**src/rtl/rls_pkg.sv**
```systemverilog
package rls_pkg;

  // Width of one multiplier digit; the multiplier retires this many bits of
  // its second operand per cycle.
  localparam int DIGIT_BITS = 4;

  // The variance result is always Q48.16 sized: 64 bits.
  localparam int VAR_BITS = 64;

  // Counter width of the divider; it runs up to VAR_BITS steps.
  localparam int DIV_ITER_BITS = $clog2(VAR_BITS + 1);

  // Handshake status that each arithmetic unit reports to the sequencer.
  typedef struct packed {
    logic busy;
    logic done;
  } unit_status_t;

endpackage

```
**src/rtl/running_latency_statistics_top.sv**
```systemverilog
// Running latency statistics. Each request on the input channel carries one
// measured interval in timer ticks; each one produces exactly one request on
// the output channel holding the sample count, the running mean (Q24.16), the
// running sample variance (Q48.16), the maximum, the minimum and a flag that
// tells whether the count had already saturated.
// Both channels use valid/ready. One sample is processed at a time. The first
// sample, and any sample after the count has saturated, goes from acceptance
// straight to the commit state, with no arithmetic.
// Any other sample runs through a sequencer that
// drives a radix-16 digit-serial multiplier (one 4-bit digit of the second
// operand per cycle, seven products) and a one-bit-per-cycle restoring divider
// (MEAN_BITS steps for the mean, 64 steps for the variance). A product ends
// early when its second operand has leading zero digits; the divider steps
// dominate the processing time.
// The statistics registers themselves drive the output ports. While a result
// waits for the receiver, the next sample is accepted and fully computed; it
// is only committed once the waiting result has been taken, so a stalled
// receiver holds back at most one finished computation.
// Reset clears the count, mean, variance and maximum and sets the minimum to
// all ones; no result is pending after reset.
module running_latency_statistics_top
  import rls_pkg::*;
#(
  parameter int SAMPLE_BITS = 24,
  parameter int FRAC_BITS   = 16,
  parameter int COUNT_BITS  = 32
) (
  input  logic                           clk_i,
  input  logic                           rst_ni,
  input  logic                           in_valid_i,
  output logic                           in_ready_o,
  input  logic [SAMPLE_BITS-1:0]         sample_ticks_i,
  output logic                           out_valid_o,
  input  logic                           out_ready_i,
  output logic [COUNT_BITS-1:0]          sample_count_o,
  output logic [SAMPLE_BITS+FRAC_BITS-1:0] mean_value_o,
  output logic [VAR_BITS-1:0]            variance_value_o,
  output logic [SAMPLE_BITS-1:0]         max_ticks_o,
  output logic [SAMPLE_BITS-1:0]         min_ticks_o,
  output logic                           count_saturated_o
);

  localparam int MEAN_BITS  = SAMPLE_BITS + FRAC_BITS;
  localparam int VTERM_BITS = VAR_BITS + COUNT_BITS + FRAC_BITS;
  localparam int MTERM_BITS = 2 * MEAN_BITS + COUNT_BITS;
  // Wide enough that every term of the variance numerator is exact.
  localparam int WIDE_BITS  = ((VTERM_BITS > MTERM_BITS) ? VTERM_BITS : MTERM_BITS) + 2;
  localparam int MUL_B_BITS = (MEAN_BITS > COUNT_BITS) ? MEAN_BITS : COUNT_BITS;
  localparam int DIV_BITS   = COUNT_BITS + FRAC_BITS;

  // One-hot sequencer states. Each multiply state runs one product in the
  // shared multiplier; the two divide states use the shared divider.
  typedef enum logic [12:0] {
    ST_IDLE     = 13'b0000000000001,
    ST_MEAN_MUL = 13'b0000000000010,
    ST_MEAN_DIV = 13'b0000000000100,
    ST_SQ_OLD   = 13'b0000000001000,
    ST_POS_A    = 13'b0000000010000,
    ST_POS_B    = 13'b0000000100000,
    ST_POS_C    = 13'b0000001000000,
    ST_SQ_NEW   = 13'b0000010000000,
    ST_NEG      = 13'b0000100000000,
    ST_CHECK    = 13'b0001000000000,
    ST_SAT      = 13'b0010000000000,
    ST_VAR_DIV  = 13'b0100000000000,
    ST_DONE     = 13'b1000000000000
  } st_e;

  st_e st_q, st_d;

  logic mul_start_q, mul_start_d;
  logic div_start_q, div_start_d;

  // Statistics; these also form the output register.
  logic [COUNT_BITS-1:0]  count_q, count_d;
  logic [MEAN_BITS-1:0]   mean_q, mean_d;
  logic [VAR_BITS-1:0]    var_q, var_d;
  logic [SAMPLE_BITS-1:0] max_q, max_d;
  logic [SAMPLE_BITS-1:0] min_q, min_d;
  logic                   sat_q, sat_d;
  logic                   out_valid_q, out_valid_d;

  // Working registers of the sample in flight.
  logic [SAMPLE_BITS-1:0] x_q, x_d;
  logic [MEAN_BITS-1:0]   mnew_q, mnew_d;
  logic [WIDE_BITS-1:0]   pos_q, pos_d;
  logic [VAR_BITS-1:0]    var_new_q, var_new_d;

  logic                   count_zero;
  logic                   count_full;
  logic [COUNT_BITS-1:0]  n_val;
  logic [COUNT_BITS-1:0]  n_minus2;
  logic [DIV_BITS-1:0]    var_div;

  logic [WIDE_BITS-1:0]   mul_a;
  logic [MUL_B_BITS-1:0]  mul_b;
  logic [WIDE_BITS-1:0]   mul_acc;
  logic [WIDE_BITS-1:0]   prod;
  unit_status_t           mul_st;

  logic [DIV_BITS-1:0]      div_rem;
  logic [VAR_BITS-1:0]      div_num;
  logic [DIV_BITS-1:0]      div_den;
  logic [DIV_ITER_BITS-1:0] div_iters;
  logic [VAR_BITS-1:0]      quot;
  unit_status_t             div_st;

  // The sample being processed is number n = count + 1. The mean divides by
  // n; the variance divides by (n - 1) scaled to the fraction format.
  assign count_zero = (count_q == '0);
  assign count_full = &count_q;
  assign n_val      = count_q + 1'b1;
  assign n_minus2   = count_q - 1'b1;
  assign var_div    = DIV_BITS'(count_q) << FRAC_BITS;

  // Multiplier operands. The variance numerator is built up in the
  // accumulator: (n-1)*mold^2, then + x^2 scaled, then + (n-2)*var scaled.
  always_comb begin
    mul_a   = '0;
    mul_b   = '0;
    mul_acc = '0;
    case (st_q)
      ST_MEAN_MUL: begin
        mul_a   = WIDE_BITS'(mean_q);
        mul_b   = MUL_B_BITS'(count_q);
        mul_acc = WIDE_BITS'(x_q) << FRAC_BITS;
      end
      ST_SQ_OLD: begin
        mul_a = WIDE_BITS'(mean_q);
        mul_b = MUL_B_BITS'(mean_q);
      end
      ST_POS_A: begin
        mul_a = prod;
        mul_b = MUL_B_BITS'(count_q);
      end
      ST_POS_B: begin
        mul_a   = WIDE_BITS'(x_q) << (2 * FRAC_BITS);
        mul_b   = MUL_B_BITS'(x_q);
        mul_acc = prod;
      end
      ST_POS_C: begin
        mul_a   = WIDE_BITS'(var_q) << FRAC_BITS;
        mul_b   = MUL_B_BITS'(n_minus2);
        mul_acc = prod;
      end
      ST_SQ_NEW: begin
        mul_a = WIDE_BITS'(mnew_q);
        mul_b = MUL_B_BITS'(mnew_q);
      end
      ST_NEG: begin
        mul_a = prod;
        mul_b = MUL_B_BITS'(n_val);
      end
      default: begin
        mul_a   = '0;
        mul_b   = '0;
        mul_acc = '0;
      end
    endcase
  end

  // Divider operands. The quotient of the mean is known to fit MEAN_BITS,
  // so the upper part of the numerator is already the starting remainder.
  // For the variance, a starting remainder not below the divisor means the
  // quotient needs more than 64 bits; that case is caught before.
  always_comb begin
    if (st_q == ST_MEAN_DIV) begin
      div_rem   = DIV_BITS'(prod >> MEAN_BITS);
      div_num   = VAR_BITS'(prod[MEAN_BITS-1:0]) << (VAR_BITS - MEAN_BITS);
      div_den   = DIV_BITS'(n_val);
      div_iters = DIV_ITER_BITS'(MEAN_BITS);
    end else begin
      div_rem   = DIV_BITS'(pos_q >> VAR_BITS);
      div_num   = pos_q[VAR_BITS-1:0];
      div_den   = var_div;
      div_iters = DIV_ITER_BITS'(VAR_BITS);
    end
  end

  rls_mul #(
    .A_BITS(WIDE_BITS),
    .B_BITS(MUL_B_BITS)
  ) u_mul (
    .clk_i   (clk_i),
    .rst_ni  (rst_ni),
    .start_i (mul_start_q),
    .a_i     (mul_a),
    .b_i     (mul_b),
    .acc_i   (mul_acc),
    .status_o(mul_st),
    .prod_o  (prod)
  );

  rls_div #(
    .DIV_BITS(DIV_BITS)
  ) u_div (
    .clk_i   (clk_i),
    .rst_ni  (rst_ni),
    .start_i (div_start_q),
    .rem_i   (div_rem),
    .num_i   (div_num),
    .div_i   (div_den),
    .iters_i (div_iters),
    .status_o(div_st),
    .quot_o  (quot)
  );

  // Sequencer and commit of the statistics.
  always_comb begin
    st_d        = st_q;
    mul_start_d = 1'b0;
    div_start_d = 1'b0;
    x_d         = x_q;
    mnew_d      = mnew_q;
    pos_d       = pos_q;
    var_new_d   = var_new_q;
    count_d     = count_q;
    mean_d      = mean_q;
    var_d       = var_q;
    max_d       = max_q;
    min_d       = min_q;
    sat_d       = sat_q;
    out_valid_d = out_valid_q && !out_ready_i;

    case (st_q)
      ST_IDLE: begin
        if (in_valid_i) begin
          x_d = sample_ticks_i;
          // The first sample and samples after saturation need no arithmetic.
          if (count_zero || count_full) begin
            st_d = ST_DONE;
          end else begin
            st_d        = ST_MEAN_MUL;
            mul_start_d = 1'b1;
          end
        end
      end
      ST_MEAN_MUL: begin
        if (mul_st.done) begin
          st_d        = ST_MEAN_DIV;
          div_start_d = 1'b1;
        end
      end
      ST_MEAN_DIV: begin
        if (div_st.done) begin
          mnew_d      = quot[MEAN_BITS-1:0];
          st_d        = ST_SQ_OLD;
          mul_start_d = 1'b1;
        end
      end
      ST_SQ_OLD: begin
        if (mul_st.done) begin
          st_d        = ST_POS_A;
          mul_start_d = 1'b1;
        end
      end
      ST_POS_A: begin
        if (mul_st.done) begin
          st_d        = ST_POS_B;
          mul_start_d = 1'b1;
        end
      end
      ST_POS_B: begin
        if (mul_st.done) begin
          st_d        = ST_POS_C;
          mul_start_d = 1'b1;
        end
      end
      ST_POS_C: begin
        if (mul_st.done) begin
          pos_d       = prod;
          st_d        = ST_SQ_NEW;
          mul_start_d = 1'b1;
        end
      end
      ST_SQ_NEW: begin
        if (mul_st.done) begin
          st_d        = ST_NEG;
          mul_start_d = 1'b1;
        end
      end
      ST_NEG: begin
        if (mul_st.done) begin
          st_d = ST_CHECK;
        end
      end
      ST_CHECK: begin
        // A numerator that is zero or negative clamps the variance to zero.
        if (pos_q <= prod) begin
          var_new_d = '0;
          st_d      = ST_DONE;
        end else begin
          pos_d = pos_q - prod;
          st_d  = ST_SAT;
        end
      end
      ST_SAT: begin
        if ((pos_q >> VAR_BITS) >= WIDE_BITS'(var_div)) begin
          var_new_d = '1;
          st_d      = ST_DONE;
        end else begin
          st_d        = ST_VAR_DIV;
          div_start_d = 1'b1;
        end
      end
      ST_VAR_DIV: begin
        if (div_st.done) begin
          var_new_d = quot;
          st_d      = ST_DONE;
        end
      end
      ST_DONE: begin
        // Commit only once the previous result has left the output.
        if (!out_valid_q || out_ready_i) begin
          st_d        = ST_IDLE;
          out_valid_d = 1'b1;
          if (count_zero) begin
            count_d = COUNT_BITS'(1);
            mean_d  = MEAN_BITS'(x_q) << FRAC_BITS;
            var_d   = '0;
            max_d   = x_q;
            min_d   = x_q;
            sat_d   = 1'b0;
          end else begin
            max_d = (x_q > max_q) ? x_q : max_q;
            min_d = (x_q < min_q) ? x_q : min_q;
            if (count_full) begin
              sat_d = 1'b1;
            end else begin
              count_d = n_val;
              mean_d  = mnew_q;
              var_d   = var_new_q;
              sat_d   = 1'b0;
            end
          end
        end
      end
      default: begin
        st_d = ST_IDLE;
      end
    endcase
  end

  always_ff @(posedge clk_i or negedge rst_ni) begin
    if (!rst_ni) begin
      st_q        <= ST_IDLE;
      mul_start_q <= 1'b0;
      div_start_q <= 1'b0;
      count_q     <= '0;
      mean_q      <= '0;
      var_q       <= '0;
      max_q       <= '0;
      min_q       <= '1;
      sat_q       <= 1'b0;
      out_valid_q <= 1'b0;
    end else begin
      st_q        <= st_d;
      mul_start_q <= mul_start_d;
      div_start_q <= div_start_d;
      count_q     <= count_d;
      mean_q      <= mean_d;
      var_q       <= var_d;
      max_q       <= max_d;
      min_q       <= min_d;
      sat_q       <= sat_d;
      out_valid_q <= out_valid_d;
    end
  end

  always_ff @(posedge clk_i) begin
    x_q       <= x_d;
    mnew_q    <= mnew_d;
    pos_q     <= pos_d;
    var_new_q <= var_new_d;
  end

  assign in_ready_o        = (st_q == ST_IDLE);
  assign out_valid_o       = out_valid_q;
  assign sample_count_o    = count_q;
  assign mean_value_o      = mean_q;
  assign variance_value_o  = var_q;
  assign max_ticks_o       = max_q;
  assign min_ticks_o       = min_q;
  assign count_saturated_o = sat_q;

  // The sequencer never runs both arithmetic units at once.
  assert property (@(posedge clk_i) disable iff (!rst_ni)
    !(mul_st.busy && div_st.busy))
    else $error("multiplier and divider busy together");

  // A result flagged as saturated always carries the full count.
  assert property (@(posedge clk_i) disable iff (!rst_ni)
    (out_valid_q && sat_q) |-> count_full)
    else $error("saturation flag without a full count");

  // Once any sample is in, the minimum never exceeds the maximum.
  assert property (@(posedge clk_i) disable iff (!rst_ni)
    !count_zero |-> (min_q <= max_q))
    else $error("minimum above maximum");

  // A saturated count stays saturated.
  assert property (@(posedge clk_i) disable iff (!rst_ni)
    count_full |=> count_full)
    else $error("saturated count changed");

  // After a single sample the variance is zero.
  assert property (@(posedge clk_i) disable iff (!rst_ni)
    (count_q == COUNT_BITS'(1)) |-> (var_q == '0))
    else $error("nonzero variance after one sample");

endmodule

```
**src/rtl/rls_mul.sv**
```systemverilog
module rls_mul
  import rls_pkg::*;
#(
  parameter int A_BITS = 114,
  parameter int B_BITS = 40
) (
  input  logic                clk_i,
  input  logic                rst_ni,
  input  logic                start_i,
  input  logic [A_BITS-1:0]   a_i,
  input  logic [B_BITS-1:0]   b_i,
  input  logic [A_BITS-1:0]   acc_i,
  output unit_status_t        status_o,
  output logic [A_BITS-1:0]   prod_o
);

  logic [A_BITS-1:0]            a_q, a_d;
  logic [B_BITS-1:0]            b_q, b_d;
  logic [A_BITS-1:0]            acc_q, acc_d;
  logic                         busy_q, busy_d;
  logic                         done_q, done_d;
  logic [A_BITS+DIGIT_BITS-1:0] part;

  // One partial product per cycle: the wide operand times one digit.
  assign part = a_q * b_q[DIGIT_BITS-1:0];

  always_comb begin
    a_d    = a_q;
    b_d    = b_q;
    acc_d  = acc_q;
    busy_d = busy_q;
    done_d = 1'b0;
    if (start_i) begin
      a_d    = a_i;
      b_d    = b_i;
      acc_d  = acc_i;
      busy_d = 1'b1;
    end else if (busy_q) begin
      // The product is complete as soon as no nonzero digit remains.
      if (b_q == '0) begin
        busy_d = 1'b0;
        done_d = 1'b1;
      end else begin
        acc_d = acc_q + part[A_BITS-1:0];
        a_d   = a_q << DIGIT_BITS;
        b_d   = b_q >> DIGIT_BITS;
      end
    end
  end

  always_ff @(posedge clk_i or negedge rst_ni) begin
    if (!rst_ni) begin
      busy_q <= 1'b0;
      done_q <= 1'b0;
    end else begin
      busy_q <= busy_d;
      done_q <= done_d;
    end
  end

  always_ff @(posedge clk_i) begin
    a_q   <= a_d;
    b_q   <= b_d;
    acc_q <= acc_d;
  end

  assign status_o.busy = busy_q;
  assign status_o.done = done_q;
  assign prod_o        = acc_q;

endmodule

```
**src/rtl/rls_div.sv**
```systemverilog
module rls_div
  import rls_pkg::*;
#(
  parameter int DIV_BITS = 48
) (
  input  logic                     clk_i,
  input  logic                     rst_ni,
  input  logic                     start_i,
  input  logic [DIV_BITS-1:0]      rem_i,
  input  logic [VAR_BITS-1:0]      num_i,
  input  logic [DIV_BITS-1:0]      div_i,
  input  logic [DIV_ITER_BITS-1:0] iters_i,
  output unit_status_t             status_o,
  output logic [VAR_BITS-1:0]      quot_o
);

  logic [DIV_BITS-1:0]      rem_q, rem_d;
  logic [VAR_BITS-1:0]      num_q, num_d;
  logic [VAR_BITS-1:0]      quot_q, quot_d;
  logic [DIV_BITS-1:0]      div_q, div_d;
  logic [DIV_ITER_BITS-1:0] cnt_q, cnt_d;
  logic                     busy_q, busy_d;
  logic                     done_q, done_d;
  logic [DIV_BITS:0]        trial;
  logic [DIV_BITS:0]        diff;
  logic                     fits;

  // Restoring division, one quotient bit per cycle. The partial remainder
  // always stays below the divisor, so it fits in DIV_BITS bits.
  assign trial = {rem_q, num_q[VAR_BITS-1]};
  assign diff  = trial - {1'b0, div_q};
  assign fits  = trial >= {1'b0, div_q};

  always_comb begin
    rem_d  = rem_q;
    num_d  = num_q;
    quot_d = quot_q;
    div_d  = div_q;
    cnt_d  = cnt_q;
    busy_d = busy_q;
    done_d = 1'b0;
    if (start_i) begin
      rem_d  = rem_i;
      num_d  = num_i;
      quot_d = '0;
      div_d  = div_i;
      cnt_d  = iters_i;
      busy_d = 1'b1;
    end else if (busy_q) begin
      if (cnt_q == '0) begin
        busy_d = 1'b0;
        done_d = 1'b1;
      end else begin
        rem_d  = fits ? diff[DIV_BITS-1:0] : trial[DIV_BITS-1:0];
        num_d  = num_q << 1;
        quot_d = {quot_q[VAR_BITS-2:0], fits};
        cnt_d  = cnt_q - 1'b1;
      end
    end
  end

  always_ff @(posedge clk_i or negedge rst_ni) begin
    if (!rst_ni) begin
      busy_q <= 1'b0;
      done_q <= 1'b0;
      cnt_q  <= '0;
    end else begin
      busy_q <= busy_d;
      done_q <= done_d;
      cnt_q  <= cnt_d;
    end
  end

  always_ff @(posedge clk_i) begin
    rem_q  <= rem_d;
    num_q  <= num_d;
    quot_q <= quot_d;
    div_q  <= div_d;
  end

  assign status_o.busy = busy_q;
  assign status_o.done = done_q;
  assign quot_o        = quot_q;

endmodule

```
**config.mk**
```make
export PLATFORM = sky130hd
export DESIGN_NAME = running_latency_statistics_top
export DESIGN_NICKNAME = d
export VERILOG_FILES = /design/src/rtl/rls_pkg.sv /design/src/rtl/running_latency_statistics_top.sv /design/src/rtl/rls_mul.sv /design/src/rtl/rls_div.sv
export SDC_FILE = /design/constraint.sdc
export NUM_CORES = 2
export LEC_CHECK = 0
export BUFFER_PORTS_ARGS = -buffer_cell sky130_fd_sc_hd__clkbuf_2
export CAP_MARGIN = 20
export CELL_PAD_IN_SITES_DETAIL_PLACEMENT = 2
export CELL_PAD_IN_SITES_GLOBAL_PLACEMENT = 2
export CORE_MARGIN = 3
export CORE_UTILIZATION = 36
export DETAILED_ROUTE_END_ITERATION = 7
export HOLD_SLACK_MARGIN = 0.05
export PLACE_DENSITY = 0.76
export REMOVE_ABC_BUFFERS = 1
export SYNTH_ARGS = -nofsm -noshare
export SYNTH_HDL_FRONTEND = slang
export SYNTH_SLANG_ARGS = --single-unit
```
**constraint.sdc**
```tcl
create_clock -name clk_i -period 10.2 [get_ports clk_i]
set_input_delay 2.04 -clock clk_i [delete_from_list [all_inputs] [get_ports clk_i]]
set_output_delay 2.04 -clock clk_i [all_outputs]
set_load 0.005 [all_outputs]
```
# Yosys cells after proc, flatten, opt, wreduce, memory -nomap -nowiden
# Cells that the tools add are included.
[totals] ff_bits=946 latchBits=0 mem_bits_rw=0 romBits=0 in_bits=28 output_inout_bits=187 mem_count=0
[op_classes] n_addsub=6 mul=1 div_mod_pow=0 n_lt_le_gt_ge=5 eq_ne=31 shifts=0 n_mux=81 bitwise_logic=1 n_reduce_logical=33
[ops] operator="$mux 114" n=8
[ops] operator="$mux 64" n=9
[ops] operator="$pmux 114 s5" n=1
[ops] operator="$pmux 114 s2" n=2
[ops] operator="$mux 48" n=5
[ops] operator="$pmux 40 s6" n=1
[ops] operator="$mux 40" n=5
[ops] operator="$pmux 64 s3" n=1
[ops] operator="$mux 13" n=14
[ops] operator="$pmux 13 s13" n=1
[ops] operator="$add 114x114->114" n=1
[ops] operator="$le 114x114->1" n=1
[ops] operator="$mul 114x4->114" n=1
[ops] operator="$sub 114x114->114" n=1
[ops] operator="$mux 24" n=4
[ops] operator="$mux 32" n=3
[ops] operator="$ge 50x48->1" n=1
[ops] operator="$ge 49x48->1" n=1
[ops] operator="$sub 48x48->48" n=1
[ops] operator="$logic_not 40->1" n=1
[ops] operator="$add 32x1->32 const B" n=1
[ops] operator="$logic_not 32->1" n=1
[ops] operator="$reduce_and 32->1" n=1
[ops] operator="$sub 32x1->32 const B" n=1
[ops] operator="other kinds (35)" n=92

# Depth between registers and ports, before layout
[depth] ltp_word=5 depth_mapped=22 mapped_depth_nobuf=20

# Cells and area by module
# Synthesis repeated with hierarchy kept, for this count alone.
[hier_totals] cells_unflattened=8222 hier_area_um2=76050.4
[by_module_without_submodules] mod="running_latency_statistics_top" instances=1 cells_per_inst=3803 area_per_inst_um2=33624.7 seq_area_each_um2=12328.1
[by_module_without_submodules] mod="rls_mul" instances=1 cells_per_inst=3225 area_per_inst_um2=30265.3 seq_area_each_um2=8097.8
[by_module_without_submodules] mod="rls_div" instances=1 cells_per_inst=1194 area_per_inst_um2=12160.4 seq_area_each_um2=6311.1

# Worst setup path before layout
# Ideal clock, no wire load.
[synth_path] kind="register -> register" startpoint="register mul_start_q" endpoint="register u_mul.acc_q[0], in the netlist u_mul.prod_o[0] (enable)" setup_time_ns=0.486 t_arrival_ns=10.281 t_required_ns=9.714 path_slack_ns=-0.567 path_stages_with_launch=5 n_path_buf=1 period_less_slack_ns=10.767 cell_sequence="dfrtp_1 -> clkbuf_1 -> nor2_1 -> nor2_1 -> and2_1"
[synth_between] elab_chain_len=2
[synth_lines] item="from (decl)" line_no="running_latency_statistics_top.sv:71" text="logic mul_start_q, mul_start_d;"
[synth_lines] item="from (signal assigned)" line_no="running_latency_statistics_top.sv:358" text="mul_start_q <= mul_start_d;"
[synth_lines] item="$ne 2x2->1 (no line) / $reduce_bool 2->1 (equally long branches)"
[synth_lines] item="$reduce_and 3->1 (no line) (*)"
[synth_lines] item="to (signal assigned)" line_no="rls_mul.sv:64" text="acc_q <= acc_d;"
[synth_lines] item="to (decl)" line_no="rls_mul.sv:19" text="logic [A_BITS-1:0] acc_q, acc_d;"
# Every way passes the cells marked *; elsewhere a longest branch is shown, timed or not.
# A chain may end at the register's enable or synchronous reset.

# Worst setup path after layout
[layout_path] startpoint="register u_mul.b_q[2]" endpoint="register u_mul.acc_q[103], in the netlist u_mul.prod_o[103] (data pin)"
[layout_between] elab_chain_len=5
[layout_lines] item="from (decl)" line_no="rls_mul.sv:18" text="logic [B_BITS-1:0] b_q, b_d;"
[layout_lines] item="from (signal assigned)" line_no="rls_mul.sv:63" text="b_q <= b_d;"
[layout_lines] item="$mul 114x4->114" line_no="rls_mul.sv:25" text="assign part = a_q * b_q[DIGIT_BITS-1:0];"
[layout_lines] item="$add 114x114->114" line_no="rls_mul.sv:44" text="acc_d = acc_q + part[A_BITS-1:0];"
[layout_lines] item="$mux 114" line_no="rls_mul.sv:40" text="if (b_q == '0) begin"
[layout_lines] item="$mux 114" line_no="rls_mul.sv:38" text="end else if (busy_q) begin"
[layout_lines] item="$mux 114" line_no="rls_mul.sv:33" text="if (start_i) begin"
# Every way passes these cells. The select of a mux whose other input is x is not followed.

==> run_results.csv <==
group,metric,value,unit
timing,post-route-min-period,7.827,ns
critical_path,critPathRequiredTime,10.69,ns
global_route,grt_max_degree,175,
clock_network,cts_buffers,117,
timing,worst_pin_slew,1.341,ns
timing,fin_skew,0.07756,ns
route,drt-vias-per-instance,5.939,
critical_path,worst_setup_path_start_kind,"flip-flop",
synthesis,ys_ff_latch,946,
floorplan,rows,162,
route,drt-initial-drc-count,5889,
place,hpwl,241700,microns
critical_path,setup.worst_path.end_class,"flip-flop",
timing,drv_slew,0,
timing,post-route-period-util,76.73,%
synthesis,synthesis.area,71400,sq um
floorplan,core_area,196000,sq um
route,post_drt_wl_per_cell,29.83,microns
finish,drive_gt1_share,8.202,%
clock_network,cts_hold_buf,0,
clock_network,ctsResizeCount,0,
synthesis,synth_edf_count,670,
finish,finalInstanceArea,79140,sq um
floorplan,start_util,36.43,%
timing,relSlewSlack,10.58,%
synthesis,syn_inst,7736,
outcome,run_status,"completed",
global_route,antenna_found_initial,32,
floorplan,ios,215,
critical_path,crit_path_max_fanout,77,
floorplan,die_w,451.3,microns
timing,finalHoldViolCount,0,
timing,rsz0062_at_grt,"false",
synthesis,async_flop_share,22.41,%
place,gp_congestion,0.9251,
critical_path,cp.arrival,8.31,ns
clock_network,clk_latency,0.83,ns
global_route,grt_pass1_wl,462800,microns
flow_run,drv_cap,0,
route,ant_nets,0,
floorplan,die_area,203700,sq um
synthesis,ys_warn_count,0,
clock_network,tritoncts,"yes",
floorplan,die_y,451.3,microns
clock_network,ctsLongestPathBuffers,3,
synthesis,synth-seq-area-share,37.45,%
place,portBuffers,214,
finish,nNetsFinal,8473,
clock_network,cts_setup_buffers,0,
finish,syn_to_final_growth,10.85,%
place,placed_area,75100,sq um
synthesis,synth_cell_types,88,
timing,setup_viol,0,
route,drc,0,
global_route,overflow,0,
timing,clock.fmax,127.8,MHz
critical_path,path_class,"reg -> reg",
timing,whs,0.4538,ns
clock_network,cts_sinks,946,
worst_hold_path,hp-class,"reg -> reg",
global_route,globalRouteTotalUtil,30.12,%
global_route,grt_pass1_vias,67410,
route,firstDrtPassIters,8,
route,num_vias,62270,
clock_network,cts-htree-levels,3,
clock_network,cts_root_buf,"clkbuf_16",
synthesis,synth-main-ff-cell,"edfxtp_1",
route,drt_wl_total,312700,microns
synthesis,synth.avg_cell_area,9.229,sq um
clock_network,path_clk_slew,0.07,ns
-- flip-flops by register name (all words and copies together) (netlist names), 7 cells and up --
register          flops
max_ticks_o          24
variance_value_o     64
mnew_q               40
pos_q               114
min_ticks_o          24
st_q                 13
u_div.rem_q          48
u_mul.a_q           114
u_mul.b_q            40
u_div.div_q          48
sample_count_o       32
u_div.num_q          64
u_div.quot_o         64
var_new_q            64
mean_value_o         40
x_q                  24
u_mul.prod_o        114
u_div.cnt_q           7
-- cells in the mapped netlist, types with 64 or more instances --
cell / number / share of area (%)
inv_1: 765 / 4.0
nand2_1: 764 / 4.0
edfxtp_1: 670 / 28
a21oi_1: 573 / 4.0
nor2_1: 531 / 2.8
o21ai_0: 509 / 3.6
and2_1: 452 / 4.0
clkbuf_1: 400 / 2.1
ha_1: 362 / 6.3
fa_1: 334 / 9.4
a21o_1: 243 / 2.6
dfrtp_1: 187 / 6.6
xnor2_1: 185 / 2.3
nand3_1: 173 / 1.2
mux2i_1: 143 / 2.0
nand4_1: 124 / 1.1
xor2_1: 114 / 1.4
a31oi_1: 109 / 0.96
a22o_1: 86 / 1.1
nor3_1: 85 / 0.60
a222oi_1: 76 / 1.1
dfxtp_1: 64 / 1.8
-- metal layers --
layer	GRT usage, %	up-vias	routed length [microns]
met4	9.820	18	10270
met1	40.26	32651	134200
met2	49.62	2056	146800
met3	5.076	438	21390
li1	-	27107	-
met5	0	-	116
-- worst max-delay path: stages (launching register included) --
cell,delay (ns)
edfxtp_1,0.44
buf_4,0.57
and2_1,0.26
fa_1,0.46
fa_1,0.58
inv_1,0.07
fa_1,0.53
inv_1,0.07
ha_1,0.40
and4_1,0.23
o21ai_0,0.16
o211a_1,0.30
a2111oi_0,0.54
buf_4,0.24
o2111ai_1,0.15
a31oi_1,0.70
nand4_1,0.39
a211o_1,0.47
o31ai_1,0.53
a21oi_1,0.17
xor2_1,0.18
nor2_1,0.05
-- metrics by stage --
| stage | std cells | setup slack, ns | setup TNS, ns | utilization (%) |
|---|---|---|---|---|
| floorplan | 7296 | -6.847 | -1488.91 | - |
| global placement | 10251 | 2.824 | 0 | 38.31 |
| detailed placement | 10252 | 2.546 | 0 | 38.32 |
| CTS | 10474 | 2.397 | 0 | 40.34 |
| global route | 10477 | 1.975 | 0 | 40.37 |
| finish | 10485 | 2.373 | 0 | 40.38 |
-- placed cells by master (no fill, tap or decap), drive strengths merged, types with 121 or more instances in the layout --
cell and count:
and2 452, nand4 124, buf 121, o21ai 526
ha 362, dfrtp 187, inv 772, a21o 243
clkbuf 368, edfxtp 670, a21oi 573, nand2 765
mux2i 143, fa 334, nor2 531, nand3 174
xnor2 185
-- final timing paths --
kind	startpoint	to	slack, ns	cells after the start
setup reg to reg	u_mul.b_q[2]	u_mul.prod_o[103]	2.37	21
setup / recovery	u_mul.b_q[2]	u_mul.prod_o[103]	2.37	21
hold reg to reg	var_new_q[47]	variance_value_o[47]	0.45	1
hold / removal	var_new_q[47]	variance_value_o[47]	0.45	1
max in group asynchronous	rst_ni	sample_count_o[20]	6.99	3
min in group asynchronous	rst_ni	variance_value_o[36]	1.18	1
-- layout make-up --
type	count	area, sq um
antenna	9	22.52
clock buffer	155	3268
clock inverter	67	695.7
fill	21349	116900
inverter	768	2883
multi-input combinational	5582	40180
sequential	946	26740
tap	2624	3283
timing repair buffer	334	2067
-- cells by family (layout without fill, tap and decap cells) --
kind of cell / count (synthesis) / after routing / share of synthesized area, %
flops: 946 / 946 / 37.45
compound gates: 1989 / 1989 / 17.59
simple gates: 2400 / 2400 / 16.25
buf+inv: 1208 / 1324 / 6.465
other cells: 0 / 9 / 0
mux: 198 / 198 / 2.872
fa+ha+maj: 696 / 696 / 15.71
xor+xnor: 299 / 299 / 3.668
Power is left out: the tool's default activity adds up to more than one toggle a clock period on the data nets, which glitch-free logic cannot reach.
